`src/hw/rtl/ycr_pkg.sv`:
```
// Shared types and constants for the YCbCr 4:2:0 to RGBA converter.
// Used by the front end, the queue, the back end and the top level.
// Depends on nothing.
package ycr_pkg;

    localparam int QUEUE_DEPTH = 4;

    localparam logic FUNC_LOAD    = 1'b0;
    localparam logic FUNC_CONVERT = 1'b1;

    localparam int CHROMA_AW = 6;

    localparam logic [7:0] Y_BIAS    = 8'd16;
    localparam logic [7:0] ALPHA_OUT = 8'h80;
    localparam logic [7:0] CH_MAX    = 8'd255;

    localparam logic [15:0]       K_Y    = 16'h0095;
    localparam logic signed [17:0] K_R_CR = 18'sd204;
    localparam logic signed [17:0] K_G_CR = -18'sd104;
    localparam logic signed [17:0] K_G_CB = -18'sd50;
    localparam logic signed [17:0] K_B_CB = 18'sd258;

    typedef struct packed {
        logic [7:0] luma;
        logic [7:0] cb;
        logic [7:0] cr;
    } conv_item_t;

endpackage

```
`src/hw/rtl/ycr_front.sv`:
```
// Front end: accepts transfers, stores chroma pairs and looks up the pair for each luma sample.
// Depends on ycr_pkg.
module ycr_front #(
    parameter int QUEUE_DEPTH = ycr_pkg::QUEUE_DEPTH
) (
    input  logic                               aclk,
    input  logic                               aresetn,
    input  logic                               s_tvalid,
    output logic                               s_tready,
    input  logic [31:0]                        s_tdata,  // column, row, luma, blue_diff, red_diff
    input  logic                               s_tuser,  // func
    input  logic [$clog2(QUEUE_DEPTH+1)-1:0]   queue_count,
    output logic                               push_valid,
    output ycr_pkg::conv_item_t                push_item
);

    localparam int COUNT_W = $clog2(QUEUE_DEPTH + 1);

    logic [3:0]  column;
    logic [3:0]  row;
    logic [7:0]  luma;
    logic [7:0]  blue_diff;
    logic [7:0]  red_diff;
    logic        accept;
    logic        load;
    logic        convert;
    logic [ycr_pkg::CHROMA_AW-1:0] wr_addr;
    logic [ycr_pkg::CHROMA_AW-1:0] rd_addr;
    logic [COUNT_W:0] in_flight;

    logic [15:0] chroma_mem [2**ycr_pkg::CHROMA_AW];
    logic [15:0] rd_data_reg;
    logic [7:0]  luma_reg;
    logic        valid_reg;
    logic        valid_next;

    assign column    = s_tdata[3:0];
    assign row       = s_tdata[7:4];
    assign luma      = s_tdata[15:8];
    assign blue_diff = s_tdata[23:16];
    assign red_diff  = s_tdata[31:24];

    assign in_flight = {1'b0, queue_count} + (COUNT_W + 1)'(valid_reg);
    assign s_tready  = in_flight < (COUNT_W + 1)'(QUEUE_DEPTH);
    assign accept    = s_tvalid && s_tready;
    assign load      = accept && (s_tuser == ycr_pkg::FUNC_LOAD);
    assign convert   = accept && (s_tuser == ycr_pkg::FUNC_CONVERT);
    assign wr_addr   = {row[2:0], column[2:0]};
    assign rd_addr   = {row[3:1], column[3:1]};
    assign valid_next = convert;

    always_ff @(posedge aclk) begin
        if (load) begin
            chroma_mem[wr_addr] <= {red_diff, blue_diff};
        end
        rd_data_reg <= chroma_mem[rd_addr];
        luma_reg    <= luma;
    end

    always_ff @(posedge aclk) begin
        if (!aresetn) begin
            valid_reg <= 1'b0;
        end else begin
            valid_reg <= valid_next;
        end
    end

    assign push_valid     = valid_reg;
    assign push_item.luma = luma_reg;
    assign push_item.cb   = rd_data_reg[7:0];
    assign push_item.cr   = rd_data_reg[15:8];

endmodule

```
`src/hw/rtl/ycr_queue.sv`:
```
// Short queue between the front end and the back end.
// Depends on ycr_pkg.
module ycr_queue #(
    parameter int QUEUE_DEPTH = ycr_pkg::QUEUE_DEPTH
) (
    input  logic                               aclk,
    input  logic                               aresetn,
    input  logic                               push_valid,
    input  ycr_pkg::conv_item_t                push_item,
    input  logic                               pop,
    output logic                               head_valid,
    output ycr_pkg::conv_item_t                head_item,
    output logic [$clog2(QUEUE_DEPTH+1)-1:0]   queue_count
);

    localparam int COUNT_W = $clog2(QUEUE_DEPTH + 1);
    localparam int PTR_W   = (QUEUE_DEPTH > 1) ? $clog2(QUEUE_DEPTH) : 1;

    ycr_pkg::conv_item_t slot_reg [QUEUE_DEPTH];
    logic [PTR_W-1:0]   wr_ptr_reg;
    logic [PTR_W-1:0]   wr_ptr_next;
    logic [PTR_W-1:0]   rd_ptr_reg;
    logic [PTR_W-1:0]   rd_ptr_next;
    logic [COUNT_W-1:0] count_reg;
    logic [COUNT_W-1:0] count_next;

    always_comb begin
        wr_ptr_next = wr_ptr_reg;
        rd_ptr_next = rd_ptr_reg;
        count_next  = count_reg;
        if (push_valid) begin
            wr_ptr_next = (wr_ptr_reg == PTR_W'(QUEUE_DEPTH - 1)) ? '0 : wr_ptr_reg + 1'b1;
        end
        if (pop) begin
            rd_ptr_next = (rd_ptr_reg == PTR_W'(QUEUE_DEPTH - 1)) ? '0 : rd_ptr_reg + 1'b1;
        end
        if (push_valid && !pop) begin
            count_next = count_reg + 1'b1;
        end else if (pop && !push_valid) begin
            count_next = count_reg - 1'b1;
        end
    end

    always_ff @(posedge aclk) begin
        if (push_valid) begin
            slot_reg[wr_ptr_reg] <= push_item;
        end
    end

    always_ff @(posedge aclk) begin
        if (!aresetn) begin
            wr_ptr_reg <= '0;
            rd_ptr_reg <= '0;
            count_reg  <= '0;
        end else begin
            wr_ptr_reg <= wr_ptr_next;
            rd_ptr_reg <= rd_ptr_next;
            count_reg  <= count_next;
        end
    end

    assign head_valid  = (count_reg != '0);
    assign head_item   = slot_reg[rd_ptr_reg];
    assign queue_count = count_reg;

    a_no_overflow : assert property (@(posedge aclk) disable iff (!aresetn)
        push_valid && !pop |-> count_reg != COUNT_W'(QUEUE_DEPTH))
        else $error("Queue written while full.");

    a_no_underflow : assert property (@(posedge aclk) disable iff (!aresetn)
        pop |-> count_reg != '0)
        else $error("Queue read while empty.");

    a_count_bound : assert property (@(posedge aclk) disable iff (!aresetn)
        count_reg <= COUNT_W'(QUEUE_DEPTH))
        else $error("Queue count exceeds its depth.");

endmodule

```
`src/hw/rtl/ycr_back.sv`:
```
// Back end: two-stage colour conversion pipeline with a registered output transfer.
// Depends on ycr_pkg.
module ycr_back (
    input  logic                aclk,
    input  logic                aresetn,
    input  logic                head_valid,
    input  ycr_pkg::conv_item_t head_item,
    output logic                pop,
    output logic                m_tvalid,
    input  logic                m_tready,
    output logic [31:0]         m_tdata  // red, green, blue, alpha
);

    function automatic logic [7:0] clamp_channel(input logic signed [11:0] sum);
        logic signed [11:0] rounded;
        logic signed [10:0] half;
        rounded = sum + 12'sd1;
        half    = rounded[11:1];
        if (half[10]) begin
            return 8'd0;
        end else if (half > 11'sd255) begin
            return ycr_pkg::CH_MAX;
        end
        return half[7:0];
    endfunction

    logic [7:0]          ly;
    logic [15:0]         lum_prod;
    logic signed [7:0]   cb_s;
    logic signed [7:0]   cr_s;
    logic signed [17:0]  cb_x;
    logic signed [17:0]  cr_x;
    logic signed [17:0]  rcr_prod;
    logic signed [17:0]  gcr_prod;
    logic signed [17:0]  gcb_prod;
    logic signed [17:0]  bcb_prod;

    logic                a_valid_reg;
    logic                a_valid_next;
    logic signed [11:0]  lum_reg;
    logic signed [11:0]  rcr_reg;
    logic signed [11:0]  gcr_reg;
    logic signed [11:0]  gcb_reg;
    logic signed [11:0]  bcb_reg;

    logic                out_valid_reg;
    logic                out_valid_next;
    logic [7:0]          red_reg;
    logic [7:0]          green_reg;
    logic [7:0]          blue_reg;

    logic                out_ready;
    logic                a_ready;

    assign out_ready = !out_valid_reg || m_tready;
    assign a_ready   = !a_valid_reg || out_ready;
    assign pop       = head_valid && a_ready;

    assign ly       = (head_item.luma < ycr_pkg::Y_BIAS) ? 8'd0 : head_item.luma - ycr_pkg::Y_BIAS;
    assign lum_prod = {8'd0, ly} * ycr_pkg::K_Y;
    assign cb_s     = {~head_item.cb[7], head_item.cb[6:0]};
    assign cr_s     = {~head_item.cr[7], head_item.cr[6:0]};
    assign cb_x     = {{10{cb_s[7]}}, cb_s};
    assign cr_x     = {{10{cr_s[7]}}, cr_s};
    assign rcr_prod = ycr_pkg::K_R_CR * cr_x;
    assign gcr_prod = ycr_pkg::K_G_CR * cr_x;
    assign gcb_prod = ycr_pkg::K_G_CB * cb_x;
    assign bcb_prod = ycr_pkg::K_B_CB * cb_x;

    assign a_valid_next   = a_ready ? head_valid : a_valid_reg;
    assign out_valid_next = out_ready ? a_valid_reg : out_valid_reg;

    always_ff @(posedge aclk) begin
        if (pop) begin
            lum_reg <= {2'b00, lum_prod[15:6]};
            rcr_reg <= rcr_prod[17:6];
            gcr_reg <= gcr_prod[17:6];
            gcb_reg <= gcb_prod[17:6];
            bcb_reg <= bcb_prod[17:6];
        end
        if (out_ready && a_valid_reg) begin
            red_reg   <= clamp_channel(lum_reg + rcr_reg);
            green_reg <= clamp_channel(lum_reg + gcr_reg + gcb_reg);
            blue_reg  <= clamp_channel(lum_reg + bcb_reg);
        end
    end

    always_ff @(posedge aclk) begin
        if (!aresetn) begin
            a_valid_reg   <= 1'b0;
            out_valid_reg <= 1'b0;
        end else begin
            a_valid_reg   <= a_valid_next;
            out_valid_reg <= out_valid_next;
        end
    end

    assign m_tvalid = out_valid_reg;
    assign m_tdata  = {ycr_pkg::ALPHA_OUT, blue_reg, green_reg, red_reg};

endmodule

```
`src/hw/rtl/ycbcr420_to_rgba_converter.sv`:
```
// Top level of the YCbCr 4:2:0 to RGBA converter for one 16x16 macroblock.
// A luma transfer passes the front-end lookup register, the queue, the back-end product register
// and the output register in turn before it sets m_tvalid.
// Throughput: one transfer per cycle unless the queue fills under m_tready back-pressure; the
// QUEUE_DEPTH entry queue lets input run ahead. A chroma load transfer gives no output transfer.
// Reset is synchronous and active low; it empties the pipeline and queue, not the chroma store.
// Depends on ycr_pkg, ycr_front, ycr_queue and ycr_back.
module ycbcr420_to_rgba_converter #(
    parameter int QUEUE_DEPTH = ycr_pkg::QUEUE_DEPTH
) (
    input  logic        aclk,
    input  logic        aresetn,
    input  logic        s_tvalid,
    output logic        s_tready,
    input  logic [31:0] s_tdata,   // column, row, luma, blue_diff, red_diff
    input  logic        s_tuser,   // func
    output logic        m_tvalid,
    input  logic        m_tready,
    output logic [31:0] m_tdata    // red, green, blue, alpha
);

    logic                                push_valid;
    ycr_pkg::conv_item_t                 push_item;
    logic                                pop;
    logic                                head_valid;
    ycr_pkg::conv_item_t                 head_item;
    logic [$clog2(QUEUE_DEPTH+1)-1:0]    queue_count;

    ycr_front #(
        .QUEUE_DEPTH(QUEUE_DEPTH)
    ) u_front (
        .aclk       (aclk),
        .aresetn    (aresetn),
        .s_tvalid   (s_tvalid),
        .s_tready   (s_tready),
        .s_tdata    (s_tdata),
        .s_tuser    (s_tuser),
        .queue_count(queue_count),
        .push_valid (push_valid),
        .push_item  (push_item)
    );

    ycr_queue #(
        .QUEUE_DEPTH(QUEUE_DEPTH)
    ) u_queue (
        .aclk       (aclk),
        .aresetn    (aresetn),
        .push_valid (push_valid),
        .push_item  (push_item),
        .pop        (pop),
        .head_valid (head_valid),
        .head_item  (head_item),
        .queue_count(queue_count)
    );

    ycr_back u_back (
        .aclk      (aclk),
        .aresetn   (aresetn),
        .head_valid(head_valid),
        .head_item (head_item),
        .pop       (pop),
        .m_tvalid  (m_tvalid),
        .m_tready  (m_tready),
        .m_tdata   (m_tdata)
    );

endmodule
```
`config.mk`:
```
export PLATFORM = sky130hd
export DESIGN_NAME = ycbcr420_to_rgba_converter
export DESIGN_NICKNAME = d
export VERILOG_FILES = /design/src/hw/rtl/ycr_pkg.sv /design/src/hw/rtl/ycr_front.sv /design/src/hw/rtl/ycr_queue.sv /design/src/hw/rtl/ycr_back.sv /design/src/hw/rtl/ycbcr420_to_rgba_converter.sv
export SDC_FILE = /design/constraint.sdc
export NUM_CORES = 1
export LEC_CHECK = 0
export ABC_AREA = 1
export BUFFER_PORTS_ARGS = -buffer_cell sky130_fd_sc_hd__clkbuf_2
export CAP_MARGIN = 15
export CORE_MARGIN = 2
export CORE_UTILIZATION = 45
export CTS_BUF_LIST = sky130_fd_sc_hd__clkbuf_2 sky130_fd_sc_hd__clkbuf_4 sky130_fd_sc_hd__clkbuf_8
export CTS_CLUSTER_DIAMETER = 40
export CTS_CLUSTER_SIZE = 30
export DETAILED_ROUTE_END_ITERATION = 6
export GPL_TIMING_DRIVEN = 1
export SYNTH_ARGS = -nofsm -noshare
export SYNTH_HDL_FRONTEND = slang
export SYNTH_SLANG_ARGS = --single-unit
```
`constraint.sdc`:
```
create_clock -name aclk -period 4.8 [get_ports aclk]
set_input_delay 0.48 -clock aclk [delete_from_list [all_inputs] [get_ports aclk]]
set_output_delay 0.48 -clock aclk [all_outputs]
set_load 0.02 [all_outputs]
```
==> flow_summary.html <==
<table>
<tr><th>Metric</th><th>Value</th></tr>
<tr><th colspan="2">Power and ir drop</th></tr>
<tr><td>Design Power</td><td>~40 mW</td></tr>
<tr><td>Switching Fraction</td><td>between 30% and 40%</td></tr>
<tr><td>Part of the power in combinational logic</td><td>roughly 45%</td></tr>
<tr><td>Peak supply drop</td><td>789.5 uV</td></tr>
<tr><td>Share of total power in sequential cells</td><td>34.2%</td></tr>
<tr><td>Leak</td><td>23.13 nW</td></tr>
<tr><td>Psw</td><td>between 15 and 20 mW</td></tr>
<tr><td>Power Density</td><td>~670 mW/mm2</td></tr>
<tr><td>Share of total power in the clock network</td><td>between 20% and 30%</td></tr>
<tr><td>Internal power contribution</td><td>around 25 mW</td></tr>
<tr><th colspan="2">Setup path</th></tr>
<tr><td>Worst setup path class</td><td>reg2reg</td></tr>
<tr><td>Critical path launch point type</td><td>register</td></tr>
<tr><td>Kind of end point of the critical path</td><td>register</td></tr>
<tr><td>Worst path required time</td><td>~5400 ps</td></tr>
<tr><td>Arrival time at the worst endpoint</td><td>~5000 ps</td></tr>
<tr><td>Peak fanout along the critical path</td><td>10</td></tr>
<tr><th colspan="2">Routing</th></tr>
<tr><td>First DRT Iteration DRCs</td><td>roughly 3.7k</td></tr>
<tr><td>Via/cell ratio</td><td>roughly 5.3</td></tr>
<tr><td>Number of search-and-repair iterations in the first detailed-routing pass</td><td>6</td></tr>
<tr><td>Via total after detailed routing</td><td>34.98k</td></tr>
<tr><td>Routed wirelength normalized by instance count</td><td>~22 um</td></tr>
<tr><td>Final routed DRC violation total</td><td>0</td></tr>
<tr><td>Final antenna-violating net count</td><td>0</td></tr>
<tr><td>Total wire length</td><td>142100 um</td></tr>
<tr><th colspan="2">Clock network</th></tr>
<tr><td>Insertion delay to the later sink of the worst-skew pair</td><td>~870 ps</td></tr>
<tr><td>Number of clock sinks seen by CTS</td><td>about 1.2k</td></tr>
<tr><td>Number of clock buffers inserted by TritonCTS</td><td>between 150 and 200</td></tr>
<tr><td>Maximum root-to-sink buffer count</td><td>3</td></tr>
<tr><td>TritonCTS clock tree</td><td>done</td></tr>
<tr><td>Clock slew at reported path FFs</td><td>around 100 ps</td></tr>
<tr><td>Buffer cell driving the clock tree root</td><td>sky130_fd_sc_hd__clkbuf_8</td></tr>
<tr><td>Post-CTS setup repair buffer count</td><td>0</td></tr>
<tr><td>CTS HTree Levels</td><td>4</td></tr>
<tr><th colspan="2">Global routing</th></tr>
<tr><td>Vias in the first global route</td><td>33.54k</td></tr>
<tr><td>Grt total ovfl</td><td>0</td></tr>
<tr><td>Initial antenna violation count</td><td>7</td></tr>
<tr><td>First-pass GRT wire length</td><td>212600 um</td></tr>
<tr><td>Pin count of the biggest net entering global routing</td><td>106</td></tr>
<tr><td>Combined global-route utilization of all metal layers</td><td>a little under a quarter</td></tr>
<tr><th colspan="2">Job</th></tr>
<tr><td>Max-Cap Viols</td><td>0</td></tr>
<tr><th colspan="2">Floorplanning</th></tr>
<tr><td>Standard-cell rows</td><td>~130</td></tr>
<tr><td>Core area</td><td>approximately 0.12 mm2</td></tr>
<tr><td>Die span in x</td><td>about 350 um</td></tr>
<tr><td>Effective utilization at floorplan</td><td>between 40 and 50%</td></tr>
<tr><td>Top-level I/O count</td><td>just over 70</td></tr>
<tr><td>Die span in y</td><td>350.1 um</td></tr>
<tr><td>Area enclosed by the die boundary</td><td>around 0.12 mm2</td></tr>
<tr><th colspan="2">Finish</th></tr>
<tr><td>Most frequent cells in the layout</td><td>sky130_fd_sc_hd__nand2_1, sky130_fd_sc_hd__edfxtp_1, sky130_fd_sc_hd__nand3_1</td></tr>
<tr><td>Area overhead of the layout relative to synthesis</td><td>11.52%</td></tr>
<tr><td>Fraction of final layout cells sized beyond drive strength 1</td><td>9.904%</td></tr>
<tr><td>Filler Cell Count</td><td>approximately 10k</td></tr>
<tr><td>Layout Nets</td><td>about 5.1k</td></tr>
<tr><td>Post-route non-filler standard cell count</td><td>6602</td></tr>
<tr><td>Max FFs per register</td><td>between 1k and 1.5k</td></tr>
<tr><td>Most common cell after layout, fill and taps aside</td><td>sky130_fd_sc_hd__nand2_1</td></tr>
<tr><th colspan="2">Synth</th></tr>
<tr><td>Flip-flop and latch count after synthesis</td><td>around 1.2k</td></tr>
<tr><td>FFs w/ async S/R, synth</td><td>0%</td></tr>
<tr><td>Yosys cell types</td><td>40</td></tr>
<tr><td>Top post-synthesis cells by area</td><td>sky130_fd_sc_hd__edfxtp_1, sky130_fd_sc_hd__nand2_1, sky130_fd_sc_hd__ha_1</td></tr>
<tr><td>Register area share after synthesis</td><td>between 60 and 70%</td></tr>
<tr><td>Post-synth top flop</td><td>sky130_fd_sc_hd__edfxtp_1</td></tr>
<tr><td>Synth Cell Area</td><td>approximately 0.054 mm2</td></tr>
<tr><td>Area share of the largest cell type after synthesis</td><td>between 60% and 70%</td></tr>
<tr><td>Cell taking the most area after synthesis</td><td>sky130_fd_sc_hd__edfxtp_1</td></tr>
<tr><td>Synthesis Warnings</td><td>0</td></tr>
<tr><td>Post-Synthesis Mean Instance Area</td><td>roughly 11 um2</td></tr>
<tr><td>Synthesized instance count</td><td>roughly 4.7k</td></tr>
<tr><td>Post-synth EDFFs</td><td>1196</td></tr>
<tr><th colspan="2">Placed design</th></tr>
<tr><td>Routability congestion estimate</td><td>~0.87</td></tr>
<tr><td>HPWL reported at the end of detailed placement</td><td>~84000 um</td></tr>
<tr><td>Port Buffer Count</td><td>slightly above 60</td></tr>
<tr><td>Number of placed cells counting well taps</td><td>6312</td></tr>
<tr><th colspan="2">STA</th></tr>
<tr><td>Highest achievable clock rate</td><td>approximately 220 MHz</td></tr>
<tr><td>Final-report hold violation count</td><td>0</td></tr>
<tr><td>Min Tclk post-route</td><td>4458 ps</td></tr>
<tr><td>Final Max Slew Viols</td><td>0</td></tr>
<tr><td>Final number of setup-violating endpoints</td><td>0</td></tr>
<tr><td>Actual slew at the worst max-slew pin</td><td>1118 ps</td></tr>
<tr><td>Normalized max-slew margin</td><td>25.36%</td></tr>
<tr><td>Share of the cycle needed by the critical path after routing</td><td>between 90 and 100%</td></tr>
<tr><td>Fin Clk Skew</td><td>around 54 ps</td></tr>
<tr><th colspan="2">Min path</th></tr>
<tr><td>Class of the tightest hold or removal check</td><td>in2reg</td></tr>
<tr><th colspan="2">Status</th></tr>
<tr><td>Status</td><td>finished, final reports clean</td></tr>
</table>
per-stage QoR:
step	TNS (ps)	setup WS [ps]	utilization, %	area [um2]	hold WS [ps]
6_report	0	342.2	50.78	60120	125.5
5_1_grt	-30.29	-24.40	50.77	60110	108.9
4_1_cts	0	264.8	50.75	60090	80.39
3_5_place_dp	0	278.9	47.78	56570	464.9
3_3_place_gp	0	306.8	47.75	56540	456.1
2_1_floorplan	0	482.4	-	53930	438.3
Yosys cell counts, types with 4 or more instances:
library cell,count
sky130_fd_sc_hd__buf_2,109
sky130_fd_sc_hd__nand2_1,1665
sky130_fd_sc_hd__o21ai_0,38
sky130_fd_sc_hd__nor2_1,246
sky130_fd_sc_hd__inv_2,4
sky130_fd_sc_hd__o21bai_1,8
sky130_fd_sc_hd__nand3b_1,21
sky130_fd_sc_hd__fa_1,54
sky130_fd_sc_hd__edfxtp_1,1196
sky130_fd_sc_hd__o22ai_1,4
sky130_fd_sc_hd__clkbuf_1,38
sky130_fd_sc_hd__dfxtp_1,36
sky130_fd_sc_hd__a21oi_1,196
sky130_fd_sc_hd__nand3_1,292
sky130_fd_sc_hd__o211ai_1,4
sky130_fd_sc_hd__buf_1,18
sky130_fd_sc_hd__buf_4,33
sky130_fd_sc_hd__nand4_1,184
sky130_fd_sc_hd__a32oi_1,9
sky130_fd_sc_hd__inv_1,288
sky130_fd_sc_hd__ha_1,161
sky130_fd_sc_hd__xnor2_1,15
sky130_fd_sc_hd__xor2_1,49
power groups by stage:
stage                     sequential (mW)  combinational (mW)  clock (mW)
final                                13.8                18.1        8.38
after global routing                 13.8                21.1        8.97
after CTS                            13.8                18.2        8.54
after detailed placement             14.0                18.0           0
after global placement               14.0                17.8           0
after floorplan                      14.0                13.8           0
layer usage:
layer	GRT usage (%)	routed length [um]	up-vias
li1	-	-	16481
met1	32.20	60550	16924
met2	37.85	66570	1355
met3	4.077	11510	213
met4	6.597	3472	2
met5	0	8	-
final cells by class:
| class | count | area, um2 | area share [%] |
|---|---|---|---|
| clock inverter | 108 | 1185 | 1.971 |
| tap | 1600 | 2002 | 3.330 |
| multi-input combinational | 2973 | 15200 | 25.29 |
| sequential | 1232 | 36640 | 60.94 |
| antenna | 4 | 10.01 | 0.01665 |
| timing repair buffer | 225 | 1752 | 2.914 |
| clock buffer | 166 | 2216 | 3.686 |
| inverter | 294 | 1116 | 1.856 |
worst max-delay path, stage by stage (launching register included):
cell	delay [ps]
sky130_fd_sc_hd__dfxtp_1	520
sky130_fd_sc_hd__inv_2	160
sky130_fd_sc_hd__o211ai_1	130
sky130_fd_sc_hd__nand2_1	110
sky130_fd_sc_hd__inv_1	90
sky130_fd_sc_hd__ha_1	160
sky130_fd_sc_hd__nand2_1	70
sky130_fd_sc_hd__inv_1	90
sky130_fd_sc_hd__nand2_2	90
sky130_fd_sc_hd__nand2_1	90
sky130_fd_sc_hd__inv_1	90
sky130_fd_sc_hd__ha_1	310
sky130_fd_sc_hd__ha_1	280
sky130_fd_sc_hd__inv_1	50
sky130_fd_sc_hd__fa_1	450
sky130_fd_sc_hd__fa_1	490
sky130_fd_sc_hd__inv_1	40
sky130_fd_sc_hd__ha_1	330
sky130_fd_sc_hd__a21oi_1	190
sky130_fd_sc_hd__o21ai_2	90
sky130_fd_sc_hd__a21oi_2	150
sky130_fd_sc_hd__o21bai_1	90
sky130_fd_sc_hd__xor2_1	140
cell families (layout without fill, tap and decap cells):
kind of cell	after synthesis	in the layout	share of synthesized area, %
xor+xnor	64	64	1.040
simple gates	2416	2416	18.59
buf+inv	495	793	3.976
fa+ha+maj	215	215	5.742
other cells	2	12	0.01393
flops	1232	1232	67.96
compound gates	270	270	2.683
final timing paths:
| path | startpoint | end | slack (ps) | cells past startpoint |
|---|---|---|---|---|
| worst max register to register | register | u_back.lum_reg[5] | 340 | 22 |
| worst min-delay path | s_tdata[27] | u_front.chroma_mem[33][11] | 130 | 1 |
| worst min register to register | u_front.rd_data_reg[0] | u_queue.slot_reg[0][8] | 470 | 0 |
| worst max-delay path | register | u_back.lum_reg[5] | 340 | 22 |
repair_timing:
action / 4_1_cts / 5_1_grt
hold buffers: 12 / 0
endpoints found under the hold margin: 19 / 0
endpoints found under the setup margin: 0 / 7
gates resized for setup: 0 / 6
(Power assumes the default switching activity.)
